$ cat src/rtl/ttsb_pkg.sv
// ----------------------------------------------------------------------------
// ttsb_pkg
// Types, constants and helpers shared by the text terminal screen buffer.
// ----------------------------------------------------------------------------
`default_nettype none

package ttsb_pkg;

  localparam int ROWS   = 4;
  localparam int COLS   = 20;
  localparam int CELLS  = ROWS * COLS;
  localparam int ROW_W  = 2;
  localparam int COL_W  = 5;
  localparam int CHAR_W = 8;
  localparam int ADDR_W = $clog2(CELLS);

  localparam logic [CHAR_W-1:0] CODE_BACKSPACE = 8'h08;
  localparam logic [CHAR_W-1:0] CODE_NEWLINE   = 8'h0A;
  localparam logic [CHAR_W-1:0] CODE_SPACE     = 8'h20;
  localparam logic [CHAR_W-1:0] ESCAPE_RESET   = 8'd27;

  localparam logic [ROW_W-1:0]  LAST_ROW   = ROW_W'(ROWS - 1);
  localparam logic [COL_W-1:0]  LAST_COL   = COL_W'(COLS - 1);
  localparam logic [ADDR_W-1:0] COLS_A     = ADDR_W'(COLS);
  localparam logic [ADDR_W-1:0] BOTTOM_A   = ADDR_W'((ROWS - 1) * COLS);
  localparam logic [ADDR_W-1:0] SCROLL_END = ADDR_W'((ROWS - 1) * COLS - 1);
  localparam logic [ADDR_W-1:0] CLEAR_END  = ADDR_W'(CELLS - 1);

  localparam logic REQ_KEY  = 1'b0;
  localparam logic REQ_READ = 1'b1;

  typedef struct packed {
    logic              req_type;
    logic [CHAR_W-1:0] key_code;
    logic [ROW_W-1:0]  read_row;
    logic [COL_W-1:0]  read_col;
  } req_t;

  typedef struct packed {
    logic [CHAR_W-1:0] cell_char;
    logic [ROW_W-1:0]  cursor_row;
    logic [COL_W-1:0]  cursor_col;
  } res_t;

  // controller to datapath
  typedef struct packed {
    logic capture;
    logic home;
    logic key_apply;
    logic ptr_zero;
    logic ptr_bottom;
    logic ptr_inc;
    logic wr_blank;
    logic rd_src;
    logic wr_copy;
    logic rd_cell;
    logic respond;
  } cmd_t;

  // datapath to controller
  typedef struct packed {
    logic is_read;
    logic is_escape;
    logic nl_scroll;
    logic scroll_end;
    logic clear_end;
  } stat_t;

  function automatic logic [ADDR_W-1:0] cell_addr(input logic [ROW_W-1:0] row,
                                                  input logic [COL_W-1:0] col);
    logic [ADDR_W-1:0] base;
    base = ADDR_W'(row) * COLS_A;
    return base + ADDR_W'(col);
  endfunction

endpackage

`default_nettype wire

$ cat src/rtl/ttsb_ctrl.sv
// ----------------------------------------------------------------------------
// ttsb_ctrl
// Sequencer for the screen buffer: decodes a request and walks the cell
// store for clear and scroll passes.
// ----------------------------------------------------------------------------
`default_nettype none

module ttsb_ctrl (
  input  wire logic          clk,
  input  wire logic          rst,
  input  wire logic          start,
  output logic               busy,
  input  wire ttsb_pkg::stat_t stat,
  output ttsb_pkg::cmd_t     cmd
);

  typedef enum logic [6:0] {
    S_IDLE   = 7'b0000001,
    S_DECODE = 7'b0000010,
    S_CLEAR  = 7'b0000100,
    S_SCR_RD = 7'b0001000,
    S_SCR_WR = 7'b0010000,
    S_READ   = 7'b0100000,
    S_RESP   = 7'b1000000
  } state_t;

  state_t state, state_next;
  logic   item_open, item_open_next;

  always_ff @(posedge clk) begin
    if (rst) begin
      state     <= S_CLEAR;
      item_open <= 1'b0;
    end else begin
      state     <= state_next;
      item_open <= item_open_next;
    end
  end

  assign busy = (state != S_IDLE);

  always_comb begin
    state_next     = state;
    item_open_next = item_open;
    cmd            = '0;
    case (state)
      S_IDLE: begin
        if (start) begin
          cmd.capture    = 1'b1;
          item_open_next = 1'b1;
          state_next     = S_DECODE;
        end
      end
      S_DECODE: begin
        if (stat.is_read) begin
          cmd.rd_cell = 1'b1;
          state_next  = S_READ;
        end else if (stat.is_escape) begin
          cmd.home     = 1'b1;
          cmd.ptr_zero = 1'b1;
          state_next   = S_CLEAR;
        end else if (stat.nl_scroll) begin
          cmd.key_apply = 1'b1;
          cmd.ptr_zero  = 1'b1;
          state_next    = S_SCR_RD;
        end else begin
          cmd.key_apply = 1'b1;
          state_next    = S_RESP;
        end
      end
      S_SCR_RD: begin
        cmd.rd_src = 1'b1;
        state_next = S_SCR_WR;
      end
      S_SCR_WR: begin
        cmd.wr_copy = 1'b1;
        if (stat.scroll_end) begin
          cmd.ptr_bottom = 1'b1;
          state_next     = S_CLEAR;
        end else begin
          cmd.ptr_inc = 1'b1;
          state_next  = S_SCR_RD;
        end
      end
      S_CLEAR: begin
        cmd.wr_blank = 1'b1;
        cmd.ptr_inc  = 1'b1;
        if (stat.clear_end) begin
          state_next = item_open ? S_RESP : S_IDLE;
        end
      end
      S_READ: begin
        state_next = S_RESP;
      end
      S_RESP: begin
        cmd.respond    = 1'b1;
        item_open_next = 1'b0;
        state_next     = S_IDLE;
      end
      default: begin
        state_next = S_IDLE;
      end
    endcase
  end

endmodule

`default_nettype wire

$ cat src/rtl/ttsb_dp.sv
// ----------------------------------------------------------------------------
// ttsb_dp
// Datapath of the screen buffer: cell store, cursor, escape code register,
// sweep pointer and result register.
// ----------------------------------------------------------------------------
`default_nettype none

module ttsb_dp (
  input  wire logic                         clk,
  input  wire logic                         rst,
  input  wire ttsb_pkg::req_t               req,
  input  wire logic                         cfg_we,
  input  wire logic [ttsb_pkg::CHAR_W-1:0]  cfg_wdata,
  input  wire ttsb_pkg::cmd_t               cmd,
  output ttsb_pkg::stat_t                   stat,
  output logic                              done,
  output ttsb_pkg::res_t                    res
);

  logic [ttsb_pkg::CHAR_W-1:0] mem [ttsb_pkg::CELLS];
  logic [ttsb_pkg::CHAR_W-1:0] rd_data;

  ttsb_pkg::req_t              req_q;
  logic [ttsb_pkg::CHAR_W-1:0] esc_code;
  logic [ttsb_pkg::ROW_W-1:0]  cur_row, cur_row_next;
  logic [ttsb_pkg::COL_W-1:0]  cur_col, cur_col_next;
  logic [ttsb_pkg::ADDR_W-1:0] ptr;

  logic                        is_bs, is_nl, last_row, in_range;
  logic                        key_wr;
  logic [ttsb_pkg::ADDR_W-1:0] key_addr;
  logic [ttsb_pkg::CHAR_W-1:0] key_data;

  logic                        wr_en, rd_en;
  logic [ttsb_pkg::ADDR_W-1:0] wr_addr, rd_addr;
  logic [ttsb_pkg::CHAR_W-1:0] wr_data;

  assign is_bs    = (req_q.key_code == ttsb_pkg::CODE_BACKSPACE);
  assign is_nl    = (req_q.key_code == ttsb_pkg::CODE_NEWLINE);
  assign last_row = (cur_row == ttsb_pkg::LAST_ROW);
  assign in_range = (int'(req_q.read_row) < ttsb_pkg::ROWS) &&
                    (int'(req_q.read_col) < ttsb_pkg::COLS);

  assign stat.is_read    = (req_q.req_type == ttsb_pkg::REQ_READ);
  assign stat.is_escape  = (req_q.key_code == esc_code);
  assign stat.nl_scroll  = is_nl && last_row;
  assign stat.scroll_end = (ptr == ttsb_pkg::SCROLL_END);
  assign stat.clear_end  = (ptr == ttsb_pkg::CLEAR_END);

  // cursor motion and cell write of a non-escape key
  always_comb begin
    cur_row_next = cur_row;
    cur_col_next = cur_col;
    key_wr       = 1'b0;
    key_addr     = ttsb_pkg::cell_addr(cur_row, cur_col);
    key_data     = req_q.key_code;
    if (is_bs) begin
      if (cur_col == '0) begin
        cur_col_next = ttsb_pkg::LAST_COL;
        if (cur_row != '0) begin
          cur_row_next = cur_row - ttsb_pkg::ROW_W'(1);
        end
      end else begin
        cur_col_next = cur_col - ttsb_pkg::COL_W'(1);
      end
      key_wr   = 1'b1;
      key_addr = ttsb_pkg::cell_addr(cur_row_next, cur_col_next);
      key_data = ttsb_pkg::CODE_SPACE;
    end else if (is_nl) begin
      cur_col_next = '0;
      if (!last_row) begin
        cur_row_next = cur_row + ttsb_pkg::ROW_W'(1);
      end
    end else begin
      key_wr = 1'b1;
      if (cur_col == ttsb_pkg::LAST_COL) begin
        cur_col_next = '0;
        cur_row_next = last_row ? '0 : cur_row + ttsb_pkg::ROW_W'(1);
      end else begin
        cur_col_next = cur_col + ttsb_pkg::COL_W'(1);
      end
    end
  end

  // store port selection
  always_comb begin
    wr_en   = 1'b0;
    wr_addr = ptr;
    wr_data = ttsb_pkg::CODE_SPACE;
    if (cmd.wr_blank) begin
      wr_en = 1'b1;
    end else if (cmd.wr_copy) begin
      wr_en   = 1'b1;
      wr_data = rd_data;
    end else if (cmd.key_apply && key_wr) begin
      wr_en   = 1'b1;
      wr_addr = key_addr;
      wr_data = key_data;
    end
  end

  always_comb begin
    rd_en   = 1'b0;
    rd_addr = ptr + ttsb_pkg::COLS_A;
    if (cmd.rd_src) begin
      rd_en = 1'b1;
    end else if (cmd.rd_cell && in_range) begin
      rd_en   = 1'b1;
      rd_addr = ttsb_pkg::cell_addr(req_q.read_row, req_q.read_col);
    end
  end

  always_ff @(posedge clk) begin
    if (wr_en) begin
      mem[wr_addr] <= wr_data;
    end
  end

  always_ff @(posedge clk) begin
    if (rd_en) begin
      rd_data <= mem[rd_addr];
    end
  end

  always_ff @(posedge clk) begin
    if (cmd.capture) begin
      req_q <= req;
    end
    if (cmd.respond) begin
      res.cell_char  <= (stat.is_read && in_range) ? rd_data : '0;
      res.cursor_row <= cur_row;
      res.cursor_col <= cur_col;
    end
  end

  always_ff @(posedge clk) begin
    if (rst) begin
      esc_code <= ttsb_pkg::ESCAPE_RESET;
      cur_row  <= '0;
      cur_col  <= '0;
      ptr      <= '0;
      done     <= 1'b0;
    end else begin
      done <= cmd.respond;
      if (cfg_we) begin
        esc_code <= cfg_wdata;
      end
      if (cmd.home) begin
        cur_row <= '0;
        cur_col <= '0;
      end else if (cmd.key_apply) begin
        cur_row <= cur_row_next;
        cur_col <= cur_col_next;
      end
      if (cmd.ptr_zero) begin
        ptr <= '0;
      end else if (cmd.ptr_bottom) begin
        ptr <= ttsb_pkg::BOTTOM_A;
      end else if (cmd.ptr_inc) begin
        ptr <= ptr + ttsb_pkg::ADDR_W'(1);
      end
    end
  end

endmodule

`default_nettype wire

$ cat src/rtl/text_terminal_screen_buffer.sv
// ----------------------------------------------------------------------------
// text_terminal_screen_buffer
// 4x20 character screen with cursor, driven by key events and cell reads.
// ----------------------------------------------------------------------------
// A request is taken when start is high and busy is low; its result is
// registered on res and held, with done high for a single cycle, and cannot
// be held off. A read passes decode, store read and respond; plain keys,
// backspace and newline pass decode and respond. The escape code clears all
// 80 cells one per cycle through the single write port of the store; a
// newline on the last row copies 60 cells through the read and write ports,
// then blanks 20. After reset busy stays high for a clearing pass of all 80
// cells; escape_code writes through cfg_we are taken at any time.
`default_nettype none

module text_terminal_screen_buffer (
  input  wire logic                         clk,
  input  wire logic                         rst,
  input  wire logic                         start,
  output logic                              busy,
  input  wire ttsb_pkg::req_t               req,
  input  wire logic                         cfg_we,
  input  wire logic [ttsb_pkg::CHAR_W-1:0]  cfg_wdata,
  output logic                              done,
  output ttsb_pkg::res_t                    res
);

  ttsb_pkg::cmd_t  cmd;
  ttsb_pkg::stat_t stat;

  ttsb_ctrl u_ctrl (
    .clk   (clk),
    .rst   (rst),
    .start (start),
    .busy  (busy),
    .stat  (stat),
    .cmd   (cmd)
  );

  ttsb_dp u_dp (
    .clk       (clk),
    .rst       (rst),
    .req       (req),
    .cfg_we    (cfg_we),
    .cfg_wdata (cfg_wdata),
    .cmd       (cmd),
    .stat      (stat),
    .done      (done),
    .res       (res)
  );

endmodule

`default_nettype wire
$ cat config.mk
export PLATFORM = sky130hd
export DESIGN_NAME = text_terminal_screen_buffer
export DESIGN_NICKNAME = d
export VERILOG_FILES = /design/src/rtl/ttsb_pkg.sv /design/src/rtl/ttsb_ctrl.sv /design/src/rtl/ttsb_dp.sv /design/src/rtl/text_terminal_screen_buffer.sv
export SDC_FILE = /design/constraint.sdc
export NUM_CORES = 1
export LEC_CHECK = 0
export BUFFER_PORTS_ARGS = -buffer_cell sky130_fd_sc_hd__buf_4
export CAP_MARGIN = 30
export CORE_ASPECT_RATIO = 1.25
export CORE_MARGIN = 3
export CORE_UTILIZATION = 65
export CTS_BUF_LIST = sky130_fd_sc_hd__clkbuf_4
export CTS_CLUSTER_DIAMETER = 40
export CTS_CLUSTER_SIZE = 25
export DETAILED_ROUTE_END_ITERATION = 10
export GPL_ROUTABILITY_DRIVEN = 0
export PLACE_DENSITY = 0.91
export SYNTH_ARGS = -nofsm -noshare
export SYNTH_HDL_FRONTEND = slang
export SYNTH_SLANG_ARGS = --single-unit
$ cat constraint.sdc
create_clock -name clk -period 14.9 [get_ports clk]
set_input_delay 2.98 -clock clk [delete_from_list [all_inputs] [get_ports clk]]
set_output_delay 2.98 -clock clk [all_outputs]
set_load 0.05 [all_outputs]
==> impl_metrics.tcl <==
set metrics [dict create \
    place_inst 2581 \
    startpoint_type "register" \
    grt_overflow 0 \
    fmax_mhz 191 \
    worstMarginPinSlew_ns 1.06 \
    ys_seq_area_frac 0.726 \
    vias_per_cell 6.97 \
    synth_edf_count 679 \
    cts_tree "done" \
    cts_num_sinks 710 \
    hold_viol_final 0 \
    drv_slew 0 \
    period_share 0.352 \
    synth.avg_cell_area_um2 14.1 \
    first_pass_iters 10 \
    dieHeight_um 242 \
    vias 18729 \
    drc_errors 0 \
    antenna_found_initial 1 \
    clk_pin_slew_worst_paths_ns 0.19 \
    htreeDepth 2 \
    vdd_ir_drop_max_uv 97.3 \
    register_area_mm2 0.0210 \
    dieArea_mm2 0.0471 \
    period_needed_ns 5.24 \
    clockRootBuffer "clkbuf_4" \
    async_flop_share 0 \
    syn2layout_area_growth_pct 7.04 \
    multi_input_area_mm2 0.00755 \
    nets 2127 \
    grt_use_total 0.299 \
    slew_headroom 0.295 \
    syn_nets 2103 \
    fin_skew_ns 0.100 \
    final_cell_count_no_fill 2689 \
    die_w_um 195 \
    cts-resized-gates 0 \
    critPathArrivalTime_ns 2.26 \
    insertion_delay_ns 0.92 \
    numPortBuffers 44 \
    grt_pass1_wl_um 108000 \
    final.setup.tns_ns 0 \
    ioPinCount 45 \
    synth_ff_type "edfxtp_1" \
    drive_gt1_frac 0.103 \
    criticalPathCategory "register to output pin" \
    n_fill_cell 2450 \
    cts_buffers 55 \
    yosys_warnings 0 \
    finalSetupViolCount 0 \
    ys_ff_latch 710 \
    place_area_mm2 0.0298 \
    drtIter0Drc 3037 \
    synth_cell_type_count 61 \
    p_leak_nw 9.84 \
    hold_class "register to register" \
    avgRoutedWirePerCell_um 26.8 \
    clock_path_buffers 3 \
    critPathRequiredTime_ns 11.92 \
    p_per_area_mw_per_mm2 124 \
    stdcell_area_mm2 0.0310 \
    worstPathMaxFanout 6 \
    rows 85 \
    endpoint_kind "output pin" \
    status "finished clean" \
    syn_area_mm2 0.0289 \
    whs_ns 0.512 \
    postSynthCellCount 2054 \
    antenna_left 0 \
    core_area_mm2 0.0435 \
    cap_violations 0 \
    grt_pass1_vias 18004 \
    p_total_mw 3.84 \
    rsz0062_at_grt "false" \
    place_hpwl_um 44200 \
    ctsHoldBuffers 0 \
    grt_max_degree 83 \
    routed_wl_um 72100 \
    post_cts.repair.setup_buffers 0 \
    start_util 0.665 \
]
[critical path, stage by stage (launching register included)]
cell	delay, ns
dfxtp_1	0.42
nor3_1	0.50
nand2_1	0.22
buf_4	0.25
[area by class of cell]
type / instances / area share
clock buffers: 55 / 0.0133
repair buffers: 69 / 0.0188
clock inverters: 47 / 0.0207
multi-input cells: 1223 / 0.244
well taps: 565 / 0.0228
flip-flops and latches: 710 / 0.678
inverters: 19 / 0.00230
diodes: 1 / 0.0000808
[cells in the mapped netlist (8+ instances only)]
master	instances	share of area
buf_1	11	0.0014
nor2_1	111	0.014
o22ai_1	31	0.0067
o21ai_0	16	0.0028
nor4_1	19	0.0041
a211oi_1	12	0.0031
and3_1	10	0.0022
dfxtp_1	31	0.021
mux4_2	24	0.019
nand3_1	146	0.025
edfxtp_1	679	0.70
mux2i_1	125	0.043
nand4_1	21	0.0045
nor2b_1	9	0.0019
a22oi_1	25	0.0065
a2111oi_0	8	0.0024
ha_1	18	0.0078
a32oi_1	14	0.0042
xnor2_1	18	0.0054
a21oi_1	69	0.012
clkbuf_1	64	0.0083
a31oi_1	20	0.0043
nand2_1	414	0.054
buf_2	27	0.0047
a311oi_1	16	0.0048
inv_1	18	0.0023
[per-layer routing]
| layer | vias up | global-route usage | wire [um] |
|---|---|---|---|
| li1 | 7838 | - | - |
| met1 | 8937 | 0.390 | 24100 |
| met2 | 1636 | 0.480 | 34400 |
| met3 | 318 | 0.0666 | 8880 |
| met4 | 0 | 0.155 | 4650 |
| met5 | - | 0 | 0 |
[registers in the layout, indices dropped and copies added (netlist names)]
signal and flops:
u_dp.mem 640, u_dp.cur_col 5, u_dp.stat 1, u_dp.rd_data 8
u_dp.ptr 7, u_dp.esc_code 8, u_dp.req_q 15, u_dp.res 15
u_ctrl.state 7, u_ctrl.item_open 1, u_dp.done 1, u_dp.cur_row 2
[metrics by stage]
stage / setup slack, ns / utilization
floorplan: 9.14 / -
global placement: 10.20 / 0.685
detailed placement: 10.00 / 0.686
CTS: 9.68 / 0.710
global route: 9.61 / 0.712
finish: 9.66 / 0.712
[cell families (layout without fill, tap and decap cells)]
kind of cell	Yosys count	in the layout	share of synthesized area
buffers and inverters	121	190	0.0169
other	0	1	0
multiplexers	154	154	0.0639
flip-flops	710	710	0.726
XOR/XNOR	25	25	0.00757
AND/OR/NAND/NOR	766	766	0.115
adder cells (fa/ha/maj)	21	21	0.00986
AO/OA/AOI/OAI	257	257	0.0603
[report_power, final]
part	internal, mW	total, mW	switching (mW)	leakage (nW)
combinational	0.190	0.593	0.403	3.81
sequential	2.18	2.20	0.0169	5.47
clock	0.313	1.05	0.735	0.557
total	2.69	3.84	1.15	9.84
[placed cells by master, fill, tap and decap left out, drive strengths merged, types with 4 or more instances in the layout]
master,instances
a22o,5
clkbuf,55
mux4,24
nor2b,9
nand2,414
a21oi,70
buf,69
nor4,20
and3,10
a31oi,20
nor2,111
nand3b,7
a211o,4
o22ai,31
nor3,7
nor3b,4
nand3,146
dfxtp,31
a2111oi,8
xor2,7
ha,18
o211a,7
a311oi,16
clkinv,16
a32oi,14
nand4,21
a211oi,12
edfxtp,679
xnor2,18
o21ai,19
a22oi,25
a21o,7
inv,46
mux2i,125
mux2,5
and2,5
[path summary, 6_finish.rpt]
check | slack [ns] | to | start | cells after the start
worst min-delay path | 0.51 | u_ctrl.item_open$_SDFFE_PP0P_ | u_ctrl.item_open$_SDFFE_PP0P_ | 2
worst min register to register | 0.51 | u_ctrl.item_open$_SDFFE_PP0P_ | u_ctrl.item_open$_SDFFE_PP0P_ | 2
worst max-delay path | 9.66 | busy | u_ctrl.state[4]$_SDFFE_PP0P_ | 3
worst max register to register | 9.74 | u_dp.rd_data[7]$_DFFE_PP_ | u_ctrl.state[0]$_SDFFE_PP0P_ | 11
(Power assumes the default switching activity.)
